--- src/rtl/core/tesd_pkg.sv ---
// ----------------------------------------------------------------------------
// tesd_pkg
// Shared types and character constants for the terminal escape sequence
// decoder: command codes, parser tracker states and the result record.
// ----------------------------------------------------------------------------
package tesd_pkg;

  localparam int BUFFER_DEPTH_DEF = 16;
  localparam int ARG_WIDTH_DEF    = 8;

  localparam int TDATA_IN_W  = 8;
  localparam int TDATA_OUT_W = 24;
  localparam int TUSER_OUT_W = 2;

  localparam logic [7:0] CH_ESC    = 8'h1B;
  localparam logic [7:0] CH_LPAREN = 8'h28;
  localparam logic [7:0] CH_RPAREN = 8'h29;
  localparam logic [7:0] CH_0      = 8'h30;
  localparam logic [7:0] CH_1      = 8'h31;
  localparam logic [7:0] CH_2      = 8'h32;
  localparam logic [7:0] CH_3      = 8'h33;
  localparam logic [7:0] CH_5      = 8'h35;
  localparam logic [7:0] CH_6      = 8'h36;
  localparam logic [7:0] CH_8      = 8'h38;
  localparam logic [7:0] CH_9      = 8'h39;
  localparam logic [7:0] CH_SEMI   = 8'h3B;
  localparam logic [7:0] CH_LT     = 8'h3C;
  localparam logic [7:0] CH_QMARK  = 8'h3F;
  localparam logic [7:0] CH_AT     = 8'h40;
  localparam logic [7:0] CH_UP_A   = 8'h41;
  localparam logic [7:0] CH_UP_B   = 8'h42;
  localparam logic [7:0] CH_UP_C   = 8'h43;
  localparam logic [7:0] CH_UP_D   = 8'h44;
  localparam logic [7:0] CH_UP_H   = 8'h48;
  localparam logic [7:0] CH_UP_J   = 8'h4A;
  localparam logic [7:0] CH_UP_K   = 8'h4B;
  localparam logic [7:0] CH_UP_Z   = 8'h5A;
  localparam logic [7:0] CH_LBRACK = 8'h5B;
  localparam logic [7:0] CH_LO_C   = 8'h63;
  localparam logic [7:0] CH_LO_H   = 8'h68;
  localparam logic [7:0] CH_LO_L   = 8'h6C;
  localparam logic [7:0] CH_LO_N   = 8'h6E;
  localparam logic [7:0] CH_LO_Q   = 8'h71;
  localparam logic [7:0] CH_LO_S   = 8'h73;
  localparam logic [7:0] CH_LO_T   = 8'h74;
  localparam logic [7:0] CH_LO_U   = 8'h75;
  localparam logic [7:0] CH_TILDE  = 8'h7E;

  localparam logic [7:0] LED_NUM    = 8'd0;
  localparam logic [7:0] LED_CAPS   = 8'd1;
  localparam logic [7:0] LED_SCROLL = 8'd2;
  localparam logic [7:0] LED_OFF    = 8'd0;
  localparam logic [7:0] LED_ON     = 8'd1;

  typedef enum logic [4:0] {
    CMD_NONE       = 5'd0,
    CMD_IDENTIFY   = 5'd1,
    CMD_STATUS     = 5'd2,
    CMD_CURSOR_RPT = 5'd3,
    CMD_SIZE_RPT   = 5'd4,
    CMD_CLEAR      = 5'd5,
    CMD_CLEAR_EOL  = 5'd6,
    CMD_SHOW       = 5'd7,
    CMD_HIDE       = 5'd8,
    CMD_SAVE       = 5'd9,
    CMD_RESTORE    = 5'd10,
    CMD_SET_POS    = 5'd11,
    CMD_UP         = 5'd12,
    CMD_DOWN       = 5'd13,
    CMD_FWD        = 5'd14,
    CMD_BACK       = 5'd15,
    CMD_CLEAR_LEDS = 5'd16,
    CMD_LED        = 5'd17,
    CMD_UNKNOWN    = 5'd18
  } cmd_t;

  // prefix of the CSI body matched so far against the fixed forms
  typedef enum logic [3:0] {
    FX_EMPTY, FX_0, FX_1, FX_2, FX_3, FX_5, FX_6,
    FX_18, FX_21, FX_22, FX_23, FX_Q, FX_Q2, FX_Q25, FX_NONE
  } fixed_t;

  // shape of the CSI body as "digits ; digits"
  typedef enum logic [2:0] {
    NP_A0, NP_A, NP_S0, NP_B, NP_BAD
  } num_phase_t;

  typedef struct packed {
    logic       consumed;
    cmd_t       command;
    logic [7:0] arg_first;
    logic [7:0] arg_second;
    logic       aborted;
  } result_t;

endpackage

--- src/rtl/core/tesd_parser.sv ---
// ----------------------------------------------------------------------------
// tesd_parser
// Incremental escape sequence parser. Tracks length, the lead byte and the
// shape of a CSI body byte by byte, and decodes the sequence on its final
// byte. Result is combinational from the present state and char_in.
// ----------------------------------------------------------------------------
module tesd_parser #(
  parameter int BUFFER_DEPTH = tesd_pkg::BUFFER_DEPTH_DEF,
  parameter int ARG_WIDTH    = tesd_pkg::ARG_WIDTH_DEF
) (
  input  logic              clk,
  input  logic              rst,
  input  logic              step,
  input  logic [7:0]        char_in,
  output tesd_pkg::result_t result
);

  localparam int LEN_W = $clog2(BUFFER_DEPTH);
  localparam logic [LEN_W-1:0] LEN_ONE  = LEN_W'(1);
  localparam logic [LEN_W-1:0] LEN_TWO  = LEN_W'(2);
  localparam logic [LEN_W-1:0] LEN_LAST = LEN_W'(BUFFER_DEPTH - 1);
  localparam logic [ARG_WIDTH-1:0] ARG_MAX = {ARG_WIDTH{1'b1}};

  logic [LEN_W-1:0]     len, len_next;
  logic [7:0]           lead, lead_next;
  tesd_pkg::fixed_t     fx, fx_next, fx_step;
  tesd_pkg::num_phase_t np, np_next;
  logic [ARG_WIDTH-1:0] arg_a, arg_a_next, arg_b, arg_b_next;
  logic [ARG_WIDTH-1:0] acc_digit;
  logic [ARG_WIDTH+7:0] ext_a, ext_b;
  logic                 is_digit;

  function automatic logic [ARG_WIDTH-1:0] sat_acc(input logic [ARG_WIDTH-1:0] v,
                                                    input logic [3:0] d);
    logic [ARG_WIDTH+3:0] t;
    t = {4'b0, v} * (ARG_WIDTH+4)'(10) + {{ARG_WIDTH{1'b0}}, d};
    if (t > {4'b0, ARG_MAX}) begin
      return ARG_MAX;
    end
    return t[ARG_WIDTH-1:0];
  endfunction

  assign is_digit = (char_in >= tesd_pkg::CH_0) && (char_in <= tesd_pkg::CH_9);
  assign ext_a    = {8'b0, arg_a};
  assign ext_b    = {8'b0, arg_b};

  always_ff @(posedge clk) begin
    if (rst) begin
      len <= '0;
      fx  <= tesd_pkg::FX_EMPTY;
      np  <= tesd_pkg::NP_A0;
    end else if (step) begin
      len <= len_next;
      fx  <= fx_next;
      np  <= np_next;
    end
  end

  always_ff @(posedge clk) begin
    if (step) begin
      lead  <= lead_next;
      arg_a <= arg_a_next;
      arg_b <= arg_b_next;
    end
  end

  // fixed-form prefix tracker
  always_comb begin
    fx_step = tesd_pkg::FX_NONE;
    case (fx)
      tesd_pkg::FX_EMPTY: begin
        case (char_in)
          tesd_pkg::CH_0:     fx_step = tesd_pkg::FX_0;
          tesd_pkg::CH_1:     fx_step = tesd_pkg::FX_1;
          tesd_pkg::CH_2:     fx_step = tesd_pkg::FX_2;
          tesd_pkg::CH_3:     fx_step = tesd_pkg::FX_3;
          tesd_pkg::CH_5:     fx_step = tesd_pkg::FX_5;
          tesd_pkg::CH_6:     fx_step = tesd_pkg::FX_6;
          tesd_pkg::CH_QMARK: fx_step = tesd_pkg::FX_Q;
          default:            fx_step = tesd_pkg::FX_NONE;
        endcase
      end
      tesd_pkg::FX_1: begin
        if (char_in == tesd_pkg::CH_8) fx_step = tesd_pkg::FX_18;
      end
      tesd_pkg::FX_2: begin
        case (char_in)
          tesd_pkg::CH_1: fx_step = tesd_pkg::FX_21;
          tesd_pkg::CH_2: fx_step = tesd_pkg::FX_22;
          tesd_pkg::CH_3: fx_step = tesd_pkg::FX_23;
          default:        fx_step = tesd_pkg::FX_NONE;
        endcase
      end
      tesd_pkg::FX_Q: begin
        if (char_in == tesd_pkg::CH_2) fx_step = tesd_pkg::FX_Q2;
      end
      tesd_pkg::FX_Q2: begin
        if (char_in == tesd_pkg::CH_5) fx_step = tesd_pkg::FX_Q25;
      end
      default: fx_step = tesd_pkg::FX_NONE;
    endcase
  end

  always_comb begin
    acc_digit  = '0;
    result     = '0;
    len_next   = len;
    lead_next  = lead;
    fx_next    = fx;
    np_next    = np;
    arg_a_next = arg_a;
    arg_b_next = arg_b;

    if (len == '0) begin
      if (char_in == tesd_pkg::CH_ESC) begin
        result.consumed = 1'b1;
        len_next        = LEN_ONE;
        fx_next         = tesd_pkg::FX_EMPTY;
        np_next         = tesd_pkg::NP_A0;
        arg_a_next      = '0;
        arg_b_next      = '0;
      end
    end else begin
      result.consumed = 1'b1;
      if (len == LEN_LAST || char_in[7]) begin
        result.aborted = 1'b1;
        len_next       = '0;
      end else if (len == LEN_ONE) begin
        lead_next = char_in;
        if (char_in >= tesd_pkg::CH_LT && char_in <= tesd_pkg::CH_UP_Z) begin
          len_next = '0;
          case (char_in)
            tesd_pkg::CH_UP_Z: result.command = tesd_pkg::CMD_IDENTIFY;
            tesd_pkg::CH_UP_A: result.command = tesd_pkg::CMD_UP;
            tesd_pkg::CH_UP_B: result.command = tesd_pkg::CMD_DOWN;
            tesd_pkg::CH_UP_C: result.command = tesd_pkg::CMD_FWD;
            tesd_pkg::CH_UP_D: result.command = tesd_pkg::CMD_BACK;
            default:           result.command = tesd_pkg::CMD_UNKNOWN;
          endcase
          if (char_in >= tesd_pkg::CH_UP_A && char_in <= tesd_pkg::CH_UP_D) begin
            result.arg_first = 8'd1;
          end
        end else begin
          len_next = len + LEN_ONE;
        end
      end else if (lead == tesd_pkg::CH_LBRACK) begin
        if (char_in >= tesd_pkg::CH_AT && char_in <= tesd_pkg::CH_TILDE) begin
          len_next       = '0;
          result.command = tesd_pkg::CMD_UNKNOWN;
          case (char_in)
            tesd_pkg::CH_LO_C: begin
              if (fx == tesd_pkg::FX_EMPTY || fx == tesd_pkg::FX_0) begin
                result.command = tesd_pkg::CMD_IDENTIFY;
              end
            end
            tesd_pkg::CH_LO_N: begin
              if (fx == tesd_pkg::FX_5) result.command = tesd_pkg::CMD_STATUS;
              if (fx == tesd_pkg::FX_6) result.command = tesd_pkg::CMD_CURSOR_RPT;
            end
            tesd_pkg::CH_LO_T: begin
              if (fx == tesd_pkg::FX_18) result.command = tesd_pkg::CMD_SIZE_RPT;
            end
            tesd_pkg::CH_UP_J: begin
              if (fx == tesd_pkg::FX_2) result.command = tesd_pkg::CMD_CLEAR;
            end
            tesd_pkg::CH_UP_K: begin
              if (fx == tesd_pkg::FX_EMPTY) result.command = tesd_pkg::CMD_CLEAR_EOL;
            end
            tesd_pkg::CH_LO_H: begin
              if (fx == tesd_pkg::FX_Q25) result.command = tesd_pkg::CMD_SHOW;
            end
            tesd_pkg::CH_LO_L: begin
              if (fx == tesd_pkg::FX_Q25) result.command = tesd_pkg::CMD_HIDE;
            end
            tesd_pkg::CH_LO_S: begin
              if (fx == tesd_pkg::FX_EMPTY) result.command = tesd_pkg::CMD_SAVE;
            end
            tesd_pkg::CH_LO_U: begin
              if (fx == tesd_pkg::FX_EMPTY) result.command = tesd_pkg::CMD_RESTORE;
            end
            tesd_pkg::CH_LO_Q: begin
              case (fx)
                tesd_pkg::FX_0: result.command = tesd_pkg::CMD_CLEAR_LEDS;
                tesd_pkg::FX_1: begin
                  result.command    = tesd_pkg::CMD_LED;
                  result.arg_first  = tesd_pkg::LED_NUM;
                  result.arg_second = tesd_pkg::LED_ON;
                end
                tesd_pkg::FX_2: begin
                  result.command    = tesd_pkg::CMD_LED;
                  result.arg_first  = tesd_pkg::LED_CAPS;
                  result.arg_second = tesd_pkg::LED_ON;
                end
                tesd_pkg::FX_3: begin
                  result.command    = tesd_pkg::CMD_LED;
                  result.arg_first  = tesd_pkg::LED_SCROLL;
                  result.arg_second = tesd_pkg::LED_ON;
                end
                tesd_pkg::FX_21: begin
                  result.command    = tesd_pkg::CMD_LED;
                  result.arg_first  = tesd_pkg::LED_NUM;
                  result.arg_second = tesd_pkg::LED_OFF;
                end
                tesd_pkg::FX_22: begin
                  result.command    = tesd_pkg::CMD_LED;
                  result.arg_first  = tesd_pkg::LED_CAPS;
                  result.arg_second = tesd_pkg::LED_OFF;
                end
                tesd_pkg::FX_23: begin
                  result.command    = tesd_pkg::CMD_LED;
                  result.arg_first  = tesd_pkg::LED_SCROLL;
                  result.arg_second = tesd_pkg::LED_OFF;
                end
                default: result.command = tesd_pkg::CMD_UNKNOWN;
              endcase
            end
            tesd_pkg::CH_UP_A, tesd_pkg::CH_UP_B, tesd_pkg::CH_UP_C,
            tesd_pkg::CH_UP_D: begin
              if (np == tesd_pkg::NP_A) begin
                result.arg_first = ext_a[7:0];
                case (char_in)
                  tesd_pkg::CH_UP_A: result.command = tesd_pkg::CMD_UP;
                  tesd_pkg::CH_UP_B: result.command = tesd_pkg::CMD_DOWN;
                  tesd_pkg::CH_UP_C: result.command = tesd_pkg::CMD_FWD;
                  default:           result.command = tesd_pkg::CMD_BACK;
                endcase
              end
            end
            tesd_pkg::CH_UP_H: begin
              if (np == tesd_pkg::NP_B) begin
                result.command    = tesd_pkg::CMD_SET_POS;
                result.arg_first  = ext_a[7:0];
                result.arg_second = ext_b[7:0];
              end
            end
            default: result.command = tesd_pkg::CMD_UNKNOWN;
          endcase
        end else begin
          len_next = len + LEN_ONE;
          fx_next  = fx_step;
          case (np)
            tesd_pkg::NP_A0, tesd_pkg::NP_A: begin
              acc_digit = sat_acc(arg_a, char_in[3:0]);
              if (is_digit) begin
                np_next    = tesd_pkg::NP_A;
                arg_a_next = acc_digit;
              end else if (np == tesd_pkg::NP_A && char_in == tesd_pkg::CH_SEMI) begin
                np_next = tesd_pkg::NP_S0;
              end else begin
                np_next = tesd_pkg::NP_BAD;
              end
            end
            tesd_pkg::NP_S0, tesd_pkg::NP_B: begin
              acc_digit = sat_acc(arg_b, char_in[3:0]);
              if (is_digit) begin
                np_next    = tesd_pkg::NP_B;
                arg_b_next = acc_digit;
              end else begin
                np_next = tesd_pkg::NP_BAD;
              end
            end
            default: np_next = tesd_pkg::NP_BAD;
          endcase
        end
      end else if (len == LEN_TWO &&
                   (lead == tesd_pkg::CH_LPAREN || lead == tesd_pkg::CH_RPAREN)) begin
        // character set designation: complete but not decoded
        len_next       = '0;
        result.command = tesd_pkg::CMD_UNKNOWN;
      end else begin
        len_next = len + LEN_ONE;
      end
    end
  end

endmodule

--- src/rtl/core/terminal_escape_sequence_decoder_unit.sv ---
// ----------------------------------------------------------------------------
// terminal_escape_sequence_decoder_unit
// Decodes VT100/ANSI escape sequences from a received character stream,
// one character per beat, into command codes with decimal arguments.
// ----------------------------------------------------------------------------
//  channel | dir | tdata                                          | tuser
//  s_*     | in  | [7:0] char_in                                  | -
//  m_*     | out | [4:0] command, [12:5] arg_first,               | [0] consumed,
//          |     | [20:13] arg_second, [23:21] zero               | [1] aborted
//
//  One result beat for every input beat, valid in the cycle after its beat
//  is taken; a new beat is taken every cycle while s_tready is high. The
//  parser state updates as the beat is taken and the result lands in the
//  output register. s_tready is low only while a result is held and
//  m_tready is low. rst clears the sequence length and the output valid.
// ----------------------------------------------------------------------------
module terminal_escape_sequence_decoder_unit #(
  parameter int BUFFER_DEPTH = tesd_pkg::BUFFER_DEPTH_DEF,
  parameter int ARG_WIDTH    = tesd_pkg::ARG_WIDTH_DEF
) (
  input  logic                             clk,
  input  logic                             rst,
  input  logic                             s_tvalid,
  output logic                             s_tready,
  input  logic [tesd_pkg::TDATA_IN_W-1:0]  s_tdata,  // [7:0] char_in
  output logic                             m_tvalid,
  input  logic                             m_tready,
  output logic [tesd_pkg::TDATA_OUT_W-1:0] m_tdata,  // command, arg_first, arg_second
  output logic [tesd_pkg::TUSER_OUT_W-1:0] m_tuser   // consumed, aborted
);

  logic              step;
  tesd_pkg::result_t res_comb;
  tesd_pkg::result_t res;

  assign s_tready = !m_tvalid || m_tready;
  assign step     = s_tvalid && s_tready;

  tesd_parser #(
    .BUFFER_DEPTH (BUFFER_DEPTH),
    .ARG_WIDTH    (ARG_WIDTH)
  ) u_parser (
    .clk     (clk),
    .rst     (rst),
    .step    (step),
    .char_in (s_tdata),
    .result  (res_comb)
  );

  always_ff @(posedge clk) begin
    if (rst) begin
      m_tvalid <= 1'b0;
    end else if (step) begin
      m_tvalid <= 1'b1;
    end else if (m_tready) begin
      m_tvalid <= 1'b0;
    end
  end

  always_ff @(posedge clk) begin
    if (step) begin
      res <= res_comb;
    end
  end

  assign m_tdata = {3'b000, res.arg_second, res.arg_first, res.command};
  assign m_tuser = {res.aborted, res.consumed};

endmodule
--- config.mk ---
export PLATFORM = sky130hd
export DESIGN_NAME = terminal_escape_sequence_decoder_unit
export DESIGN_NICKNAME = d
export VERILOG_FILES = /design/src/rtl/core/tesd_pkg.sv /design/src/rtl/core/tesd_parser.sv /design/src/rtl/core/terminal_escape_sequence_decoder_unit.sv
export SDC_FILE = /design/constraint.sdc
export NUM_CORES = 1
export LEC_CHECK = 0
export CORE_ASPECT_RATIO = 0.6
export CORE_MARGIN = 2
export CORE_UTILIZATION = 55
export CTS_CLUSTER_DIAMETER = 150
export DETAILED_ROUTE_END_ITERATION = 8
export DONT_BUFFER_PORTS = 1
export PLACE_DENSITY = 0.75
export RECOVER_POWER = 25
export SLEW_MARGIN = 20
export SYNTH_ARGS = -nofsm -noshare
export SYNTH_HDL_FRONTEND = slang
export SYNTH_SLANG_ARGS = --single-unit
--- constraint.sdc ---
create_clock -name clk -period 3.35 [get_ports clk]
set_input_delay 0.67 -clock clk [delete_from_list [all_inputs] [get_ports clk]]
set_output_delay 0.67 -clock clk [all_outputs]
set_load 0.02 [all_outputs]
==> results.toml, run 1 <==
[outcome]
status = "completed"

[grt]
grt_pass1_vias = 3574
grt_use_total = 0.279
grt_max_degree = 32
antenna_found_initial = 0
grt_pass1_wl_um = 19200
grt_overflow = 0

[floorplanning]
die_w_um = 122
ioPinCount = 40
die_area_mm2 = 0.00913
floorplan.initialDensity = 0.576
die_height_um = 74.8
core_mm2 = 0.00798
rows = 25

[synth]
synth-async-reset-ratio = 0
synth-main-ff-cell = "edfxtp_1"
synth_top_family_by_area = "simple AND/OR/NAND/NOR gates"
netlist_top_cells_area = "edfxtp_1 31%, ha_1 9.3%, dfxtp_1 5.2%"
synth_area_per_cell_um2 = 9.18
yosysSeqAreaShare = 0.359
netlist_area_mm2 = 0.00460
yosysTopAreaCell = "edfxtp_1"
synth.area.mux_share = 0.00953
synth_seq_cells = 59
synthXorXnorAreaFrac = 0.0343
synth_edf_count = 47
yosys.area_share.simple = 0.235
yosys.area_share.adder = 0.110
yosysTopAreaCellShare = 0.307
postSynthCellCount = 501
ys_warn_count = 0
synth_compound_area_frac = 0.207
synth_cell_types = 72

[critical_path]
cp.required_ns = 3.53
end_kind = "flip-flop"
critPathArrivalTime_ns = 3.24
path_max_fanout = 8
start_kind = "flip-flop"
r2r_cells = 9
r2r_slack_ns = 0.28
worstReg2RegStart = "u_parser.arg_a[1]$_SDFFCE_PN0P_"
regToRegEndpoint = "u_parser.arg_a[1]$_SDFFCE_PN0P_"
crit_type = "reg -> reg"

[cells_and_area]
syn2layout_area_growth_pct = 7.19
fin_cells = 601
drive_above_1_share = 0.0690
seqCellArea_mm2 = 0.00165
multiInputGateArea_mm2 = 0.00276
n_antenna_cell = 0
design_area_mm2 = 0.00493
nNetsFinal = 538
fillCellCount = 652

[timing]
final.setup.worst_slack_ns = 0.284
maxSlewHeadroom = 0.333
hold_viol = 0
worst_slew_pin_slew_ns = 0.976
setup_violations = 0
fin_worst_skew_ns = 0.0121
finalMaxSlewViolations = 0
fin_tns_setup_ns = 0
fin_crit_sh = 0.915
rsz0062_at_grt = "false"
max_freq_mhz = 326
period_minus_slack_ns = 3.07

[drt]
wl_um = 12000
dr_wl_met2_um = 4790
wl_met1_um = 5380
routed.top_layer = "met4"
remaining_drc_errors = 0
num_vias = 4054
drt_pass1_iterations = 7
vias_per_cell = 6.75
ant_nets = 0
drtIter0Drc = 665
wl_met3_um = 1650
wl_per_cell_um = 19.9

[power_and_ir_drop]
switching_share = 0.233
clockPowerShare = 0.480
p_sw_uw = 422
power_density_mw_per_mm2 = 367
pwr-share-comb = 0.064
p_int_uw = 1390
peakVddDrop_mv = 0.242
power_leakage_uw = 0.00180
power_uw = 1810
p_seq_frac = 0.456

[worst_hold_path]
min-delay-start = "rst"
hold-path-cell-count = 1
whs_endpoint = "u_parser.len[1]$_SDFFE_PP0P_"
hp-class = "in -> reg"

[clock_network]
post_cts_resized = 0
cts_tree = "built"
cts_hold_buf = 0
htreeDepth = 3
clk_latency_ns = 0.33
path_clk_slew_ns = 0.06
clock-sinks = 59
cts_made_buffers = 9
cts.root.buffer_cell = "clkbuf_16"
post-cts-setup-buffer-count = 0
cts.path.max_buffers = 2

[placed_design]
routabilityCongestion = 0.977
dp.final_hpwl_um = 8960
place_area_mm2 = 0.00465
pre_cts_ws_ns = 0.329
placed_cells = 585
portBuffers = 0

[job]
maxCapViolations = 0
-- cell type report --
cell class | count | area share
multi-input combinational | 399 | 0.560
sequential | 59 | 0.335
clock buffer | 12 | 0.0523
tap | 108 | 0.0274
timing repair buffer | 8 | 0.0122
inverter | 11 | 0.00838
clock inverter | 4 | 0.00482
-- sequential cells by signal, summed over array words and instances (netlist names) --
signal,cells
m_tdata,21
u_parser.arg_b,8
m_tvalid,1
u_parser.arg_a,8
u_parser.lead,8
m_tuser,2
u_parser.np,3
u_parser.fx,4
u_parser.len,4
-- worst max-delay path by stage --
stage,startpoint,end,slack (ns),depth (start not counted)
CTS,u_parser.arg_a[1]$_SDFFCE_PN0P_,u_parser.arg_a[1]$_SDFFCE_PN0P_,0.31,9
finish,u_parser.arg_a[1]$_SDFFCE_PN0P_,u_parser.arg_a[1]$_SDFFCE_PN0P_,0.28,9
detailed placement,u_parser.arg_a[1]$_SDFFCE_PN0P_,u_parser.arg_a[1]$_SDFFCE_PN0P_,0.33,9
global route,u_parser.arg_a[1]$_SDFFCE_PN0P_,u_parser.arg_a[1]$_SDFFCE_PN0P_,0.10,9
global placement,u_parser.arg_a[1]$_SDFFCE_PN0P_,u_parser.arg_a[7]$_SDFFCE_PN0P_,0.43,9
floorplan,u_parser.arg_a[1]$_SDFFCE_PN0P_,u_parser.arg_a[1]$_SDFFCE_PN0P_,0.50,10
-- placed cells by master (no fill, tap or decap), drive strengths merged, types with 4 or more instances in the layout --
cell / n
a22o: 5
and3: 5
o21a: 4
xor2: 7
xnor2: 11
nand2b: 13
nand4b: 4
a22oi: 4
o22ai: 6
nor3: 17
and2: 19
fa: 4
ha: 34
a21oi: 38
edfxtp: 47
a211oi: 8
nor4: 9
nand2: 36
nand4: 10
dfxtp: 12
nor3b: 6
inv: 11
clkinv: 4
nor2b: 8
a32oi: 7
nor2: 41
clkbuf: 12
a21o: 7
or3: 4
o21ai: 22
buf: 8
nand3: 14
-- cells by family after synthesis --
| group | after synthesis |
|---|---|
| and+or+nand+nor | 200 |
| xor gates and xnor gates | 18 |
| DFF | 59 |
| muxes | 4 |
| AOI/OAI and AO/OA | 136 |
| adders and majority gates | 38 |
| other | 1 |
| buffers and inverters | 45 |
-- critical path, cell delays in order, from the launching register on --
cell and delay [ns]:
edfxtp_1 0.46, ha_1 0.33, ha_1 0.24, fa_1 0.43, xor2_1 0.31, nand3_1 0.12, nor4_1 0.20, mux2_2 0.36
and3_1 0.26, a21oi_1 0.20
-- layer usage --
metal | global-route usage | vias to the layer above
li1 | - | 1869
met1 | 0.411 | 1884
met2 | 0.389 | 281
met3 | 0.106 | 20
met4 | 0.0600 | 0
met5 | 0 | -
-- power by group through the flow --
stage,logic (uW),clock network [uW],registers [uW]
after floorplan,110,0,838
after global placement,110,0,840
after detailed placement,111,0,841
after CTS,112,867,826
after global routing,127,898,827
final,117,868,825
-- synthesized netlist by cell type, types with 9 or more instances --
master and count:
nand3_1 14, nor2_1 41, inv_1 11, xnor2_1 11
nor4_1 9, o21ai_0 18, a21oi_1 38, dfxtp_1 12
nor3_1 17, clkbuf_1 17, and2_1 19, nand2_1 36
edfxtp_1 47, buf_2 10, nand2b_1 13, ha_1 34
nand4_1 10
-- per-stage QoR --
stage	hold WS, ns	utilization
global placement	0.468	0.582
global route	0.397	0.618
detailed placement	0.479	0.582
CTS	0.403	0.618
floorplan	0.441	-
finish	0.401	0.618
Note: power is estimated with default switching activity, not from simulation.
==> inputs of run 2 (changes only) <==
Settings changed: CELL_PAD_IN_SITES_DETAIL_PLACEMENT set to 1, CELL_PAD_IN_SITES_GLOBAL_PLACEMENT set to 2, CORE_UTILIZATION 55 to 41, PLACE_DENSITY 0.75 to 0.86.
==> run 2 against run 1 <==
Clock power is 7.3% higher; utilization is 15 points lower; die area is 33% higher; routed wire length is 18% higher; global-route usage is 3.6 points lower; worst hold slack better by 0.0020 ns; sequential share of layout area is 0.35 points lower; register-to-register slack worse by 0.05 ns; sequential power hardly changed; combinational power hardly changed; critical endpoint is now u_parser.arg_b[7]$_SDFFCE_PN0P_.
==> results.toml, run 2 (synthesis gave the netlist of run 1 again) <==
[grt]
grt_util_met3 = 0.0731
grt_pass1_wl_um = 22600
busiest_layer = "met1"
grtUsageMet2 = 0.355
antenna_found_initial = 0
use_met1 = 0.358
grt_overflow = 0
grt_pass1_vias = 3939
grt_use_total = 0.243
grt_max_degree = 32

[drt]
vias_per_cell = 6.29
ant_nets = 0
wl_per_cell_um = 22.3
drt_pass1_iterations = 5
remaining_drc_errors = 0
num_vias = 3968
drtIter0Drc = 425
wl_um = 14100

[floorplanning]
floorplan.initialDensity = 0.428
ioPinCount = 40
die_w_um = 141
core_mm2 = 0.0107
die_area_mm2 = 0.0121
die_height_um = 86.0
rows = 29

[timing]
max_freq_mhz = 320
worst_slew_pin_slew_ns = 0.758
final.setup.worst_slack_ns = 0.230
setup_violations = 0
hold_viol = 0
maxSlewHeadroom = 0.482
fin_tns_setup_ns = 0
period_minus_slack_ns = 3.12
fin_crit_sh = 0.931
rsz0062_at_grt = "false"
finalMaxSlewViolations = 0
fin_worst_skew_ns = 0.00634

[cells_and_area]
fillCellCount = 1236
nNetsFinal = 537
design_area_mm2 = 0.00498
syn2layout_area_growth_pct = 8.33
final_util = 0.464
seqCellArea_mm2 = 0.00165
drive_above_1_share = 0.0711
final_cell_mix = "47 x edfxtp_1, 41 x nor2_1, 38 x a21oi_1"
largest_register_ffs = 21
n_antenna_cell = 0
multiInputGateArea_mm2 = 0.00276
final_common_cell = "edfxtp_1"

[clock_network]
path_clk_slew_ns = 0.06
post-cts-setup-buffer-count = 0
clock-sinks = 59
clk_latency_ns = 0.33
htreeDepth = 3
cts_made_buffers = 9
cts_tree = "built"
cts.path.max_buffers = 2
cts.root.buffer_cell = "clkbuf_16"
cts_hold_buf = 0
post_cts_resized = 0

[placed_design]
portBuffers = 0
pre_cts_ws_ns = 0.291
place_area_mm2 = 0.00468
dp.final_hpwl_um = 10700
routabilityCongestion = 0.888

[critical_path]
crit_path_max_incr_delay_ns = 0.58
cp.required_ns = 3.41
crit_type = "reg -> reg"
critPathSlowestCell = "fa_1"
start_kind = "flip-flop"
r2r_slack_ns = 0.23
end_kind = "flip-flop"
critPathArrivalTime_ns = 3.18
path_max_fanout = 6
crit_chain = "ha_1 > ha_1 > fa_1 > nand2_1 > a21oi_1 > o211ai_1 > mux2_2 > nor2_1 > a21oi_1"

[power_and_ir_drop]
power_leakage_uw = 0.00179
power_density_mw_per_mm2 = 377
peakVddDrop_mv = 0.228

[outcome]
status = "completed"

[worst_hold_path]
hp-class = "in -> reg"

[job]
maxCapViolations = 0
==> run 2: changes by cell type in the layout (fill, tap and decap cells not counted), sizes merged <==
cell / delta
clkbuf: -3
buf: -1
bufinv: +1
clkinvlp: +4
inv: +1
clkinv: -3
==> run 2: final timing paths <==
| kind | end | start | depth (start not counted) |
|---|---|---|---|
| worst max-delay path | u_parser.arg_b[7]$_SDFFCE_PN0P_ | u_parser.arg_b[1]$_SDFFCE_PN0P_ | 9 |
| worst min-delay path | u_parser.len[1]$_SDFFE_PP0P_ | rst | 1 |
| worst max register to register | u_parser.arg_b[7]$_SDFFCE_PN0P_ | u_parser.arg_b[1]$_SDFFCE_PN0P_ | 9 |
| worst min register to register | u_parser.np[0]$_SDFFE_PP0P_ | u_parser.np[0]$_SDFFE_PP0P_ | 1 |
==> run 2: cell type report <==
cell class,instances,area share
Sequential cell,59,0.332
Timing Repair Buffer,7,0.0106
Clock buffer,9,0.0452
Tap cell,139,0.0349
Clock inverter,7,0.0156
Multi-Input combinational cell,399,0.554
Inverter,11,0.00829
==> run 2: stage by stage <==
stage	hold slack, ns	cells	total power (uW)
after floorplan	0.441	503	948
final	0.403	631	1880
after global routing	0.394	631	1930
after global placement	0.465	615	954
after CTS	0.391	631	1890
after detailed placement	0.471	615	960
==> run 2: critical path: cells and delay by family, from the launching register on <==
family	cells	cell delay, ns
DFF	1	0.47
AOI/OAI and AO/OA	3	0.48
and+or+nand+nor	2	0.44
muxes	1	0.33
adders and majority gates	3	1.14
==> run 2: power breakdown <==
| part | internal (uW) | switching, uW | leakage, uW |
|---|---|---|---|
| Sequential | 802 | 23.8 | 0.000549 |
| Clock | 578 | 353 | 0.000134 |
| Combinational | 43.0 | 76.9 | 0.00110 |
==> run 2: per-layer routing <==
layer  up-vias  routed length, um
li1       1869                  -
met2       139               5890
met1      1946               6970
met4         0                105
met3        14               1110
met5         -                  0
==> inputs of run 3 (changes only) <==
Settings changed: ABC_AREA set to 1, CORE_UTILIZATION 41 to 38.
==> run 3 against run 2 <==
Synthesized area up 2.5%; largest power group unchanged; die area up 10%; worst setup slack better by 0.16 ns; power up 1.0%; non-clock buffer count down 3; routed wire length up 1.8%; utilization down 3.2 points; fmax up 5.4%; via count up 8.4%; sequential cell count unchanged; sequential share of layout area down 1.5 points; count of clock-buffer cells in the layout unchanged.
==> results.toml, run 3 <==
[timing]
setup_violations = 0
fin_worst_skew_ns = 0.00615
period_minus_slack_ns = 2.96
worst_slew_pin_slew_ns = 0.644
final.setup.worst_slack_ns = 0.389
fin_tns_setup_ns = 0
max_freq_mhz = 338
fin_crit_sh = 0.884
worst_hold_slack_ns = 0.398
rsz0062_at_grt = "false"
maxSlewHeadroom = 0.569
finalMaxSlewViolations = 0
hold_viol = 0

[synth]
netlist_top_cells_area = "edfxtp_1 30%, nand2_1 15%, ha_1 9.0%"
synth_most_common_cell = "nand2_1"
synth-async-reset-ratio = 0
synth_top_family_by_area = "simple AND/OR/NAND/NOR gates"
synth_compound_area_frac = 0.0919
yosysSeqAreaShare = 0.351
yosysTopAreaCell = "edfxtp_1"
synth_edf_count = 47
synth_seq_cells = 59
postSynthCellCount = 637
synth-main-ff-cell = "edfxtp_1"
synth_cell_types = 42
synth.area.mux_share = 0
ys_warn_count = 0
synthXorXnorAreaFrac = 0.0297
yosys.area_share.simple = 0.351
yosys.area_share.adder = 0.107
yosysTopAreaCellShare = 0.300
netlist_area_mm2 = 0.00471
synth_area_per_cell_um2 = 7.40
yosys-top-cells-count = "189 x nand2_1, 78 x nor2_1, 61 x inv_1, 47 x edfxtp_1, 42 x nand3_1"

[worst_hold_path]
min-delay-start = "rst"
hold-path-cell-count = 1
whs_endpoint = "m_tvalid$_SDFFE_PP0P_"
hp-class = "in -> reg"

[power_and_ir_drop]
peakVddDrop_mv = 0.227
switching_share = 0.224
clockPowerShare = 0.511
p_seq_frac = 0.435
power_leakage_uw = 0.00228
p_sw_uw = 424
p_int_uw = 1470
pwr-share-comb = 0.054
power_density_mw_per_mm2 = 364

[drt]
wl_per_cell_um = 17.6
drt_pass1_iterations = 5
num_vias = 4302
ant_nets = 0
wl_um = 14300
remaining_drc_errors = 0
drtIter0Drc = 283
vias_per_cell = 5.27

[clock_network]
cts.root.buffer_cell = "clkbuf_16"
clk_latency_ns = 0.33
cts_tree = "built"
htreeDepth = 3
cts_made_buffers = 9
cts_hold_buf = 0
post-cts-setup-buffer-count = 0
path_clk_slew_ns = 0.05
cts.path.max_buffers = 2
post_cts_resized = 0
clock-sinks = 59

[cells_and_area]
final_common_cell = "nand2_1"
fillCellCount = 1509
largest_register_ffs = 21
nNetsFinal = 697
final_cell_mix = "189 x nand2_1, 78 x nor2_1, 61 x inv_1"
drive_above_1_share = 0.111
n_antenna_cell = 0
syn2layout_area_growth_pct = 10.6

[critical_path]
crit_type = "reg -> reg"
end_kind = "flip-flop"
r2r_cells = 11
path_max_fanout = 8
cp.required_ns = 3.41
r2r_slack_ns = 0.39
start_kind = "flip-flop"
regToRegEndpoint = "u_parser.arg_b[1]$_SDFFCE_PN0P_"
worstReg2RegStart = "u_parser.arg_b[1]$_SDFFCE_PN0P_"
critPathArrivalTime_ns = 3.03

[floorplanning]
die_area_mm2 = 0.0133
core_mm2 = 0.0121
rows = 31
die_w_um = 148
ioPinCount = 40
die_height_um = 90.2
floorplan.initialDensity = 0.391

[placed_design]
dp.final_hpwl_um = 11500
portBuffers = 0
pre_cts_ws_ns = 0.418
routabilityCongestion = 0.902

[grt]
antenna_found_initial = 0
grt_max_degree = 24
grt_overflow = 0
grt_use_total = 0.226
grt_pass1_wl_um = 23400
grt_pass1_vias = 4447

[outcome]
status = "completed"

[job]
maxCapViolations = 0
## run 3: how the worst max path moves through the flow
| stage | slack [ns] | from | end |
|---|---|---|---|
| after floorplan | 0.60 | m_tready | u_parser.arg_b[0]$_SDFFCE_PN0P_ |
| after global placement | 0.53 | u_parser.arg_a[1]$_SDFFCE_PN0P_ | u_parser.arg_a[7]$_SDFFCE_PN0P_ |
| after detailed placement | 0.42 | u_parser.arg_a[1]$_SDFFCE_PN0P_ | u_parser.arg_a[3]$_SDFFCE_PN0P_ |
| after CTS | 0.38 | u_parser.arg_b[1]$_SDFFCE_PN0P_ | u_parser.arg_b[6]$_SDFFCE_PN0P_ |
| after global routing | 0.13 | u_parser.arg_a[1]$_SDFFCE_PN0P_ | u_parser.arg_a[4]$_SDFFCE_PN0P_ |
| final | 0.39 | u_parser.arg_b[1]$_SDFFCE_PN0P_ | u_parser.arg_b[1]$_SDFFCE_PN0P_ |
## run 3: final cells by class
type | count | area, um2 | share of cell area
sequential | 59 | 1650 | 0.317
inverter | 74 | 279 | 0.0535
multi-input combinational | 499 | 2740 | 0.526
tap | 165 | 206 | 0.0396
timing repair buffer | 4 | 26.3 | 0.00504
clock buffer | 9 | 225 | 0.0432
clock inverter | 6 | 81.3 | 0.0156
## run 3: per-layer routing
layer / wire, um / GRT usage / vias to the layer above
li1: - / - / 2112
met1: 7120 / 0.326 / 2039
met2: 5960 / 0.336 / 133
met3: 1070 / 0.0538 / 18
met4: 189 / 0.0593 / 0
met5: 0 / 0 / -
## run 3: per-stage QoR
stage | instances | total power (uW) | util | cell area, um2
6_report | 816 | 1900 | 0.432 | 5210
5_1_grt | 816 | 1950 | 0.432 | 5210
4_1_cts | 816 | 1910 | 0.432 | 5220
3_5_place_dp | 801 | 940 | 0.407 | 4910
3_3_place_gp | 801 | 937 | 0.407 | 4910
2_1_floorplan | 639 | 918 | - | 4720
## run 3: kinds of logic (layout without fill, tap and decap cells)
group,Yosys count,count (layout)
and+or+nand+nor,368,368
other,1,3
adders and majority gates,38,38
buffers and inverters,81,93
AOI/OAI and AO/OA,74,74
xor gates and xnor gates,16,16
DFF,59,59
## run 3: power by group through the flow
stage	sequential, uW	combinational, uW	clock (uW)
after CTS	825	101	983
after global placement	840	97.1	0
after detailed placement	840	100	0
final	825	102	969
after floorplan	838	79.8	0
after global routing	826	113	1010
## run 3: critical path, stage by stage (launching register included)
cell and delay (ns):
edfxtp_1 0.48, ha_1 0.34, ha_1 0.23, fa_1 0.41, xnor2_1 0.37, nor2_1 0.13
nor2_1 0.10, nand2_1 0.06, nand2_1 0.07, nand2_1 0.07, nor2_2 0.31, a21oi_1 0.12
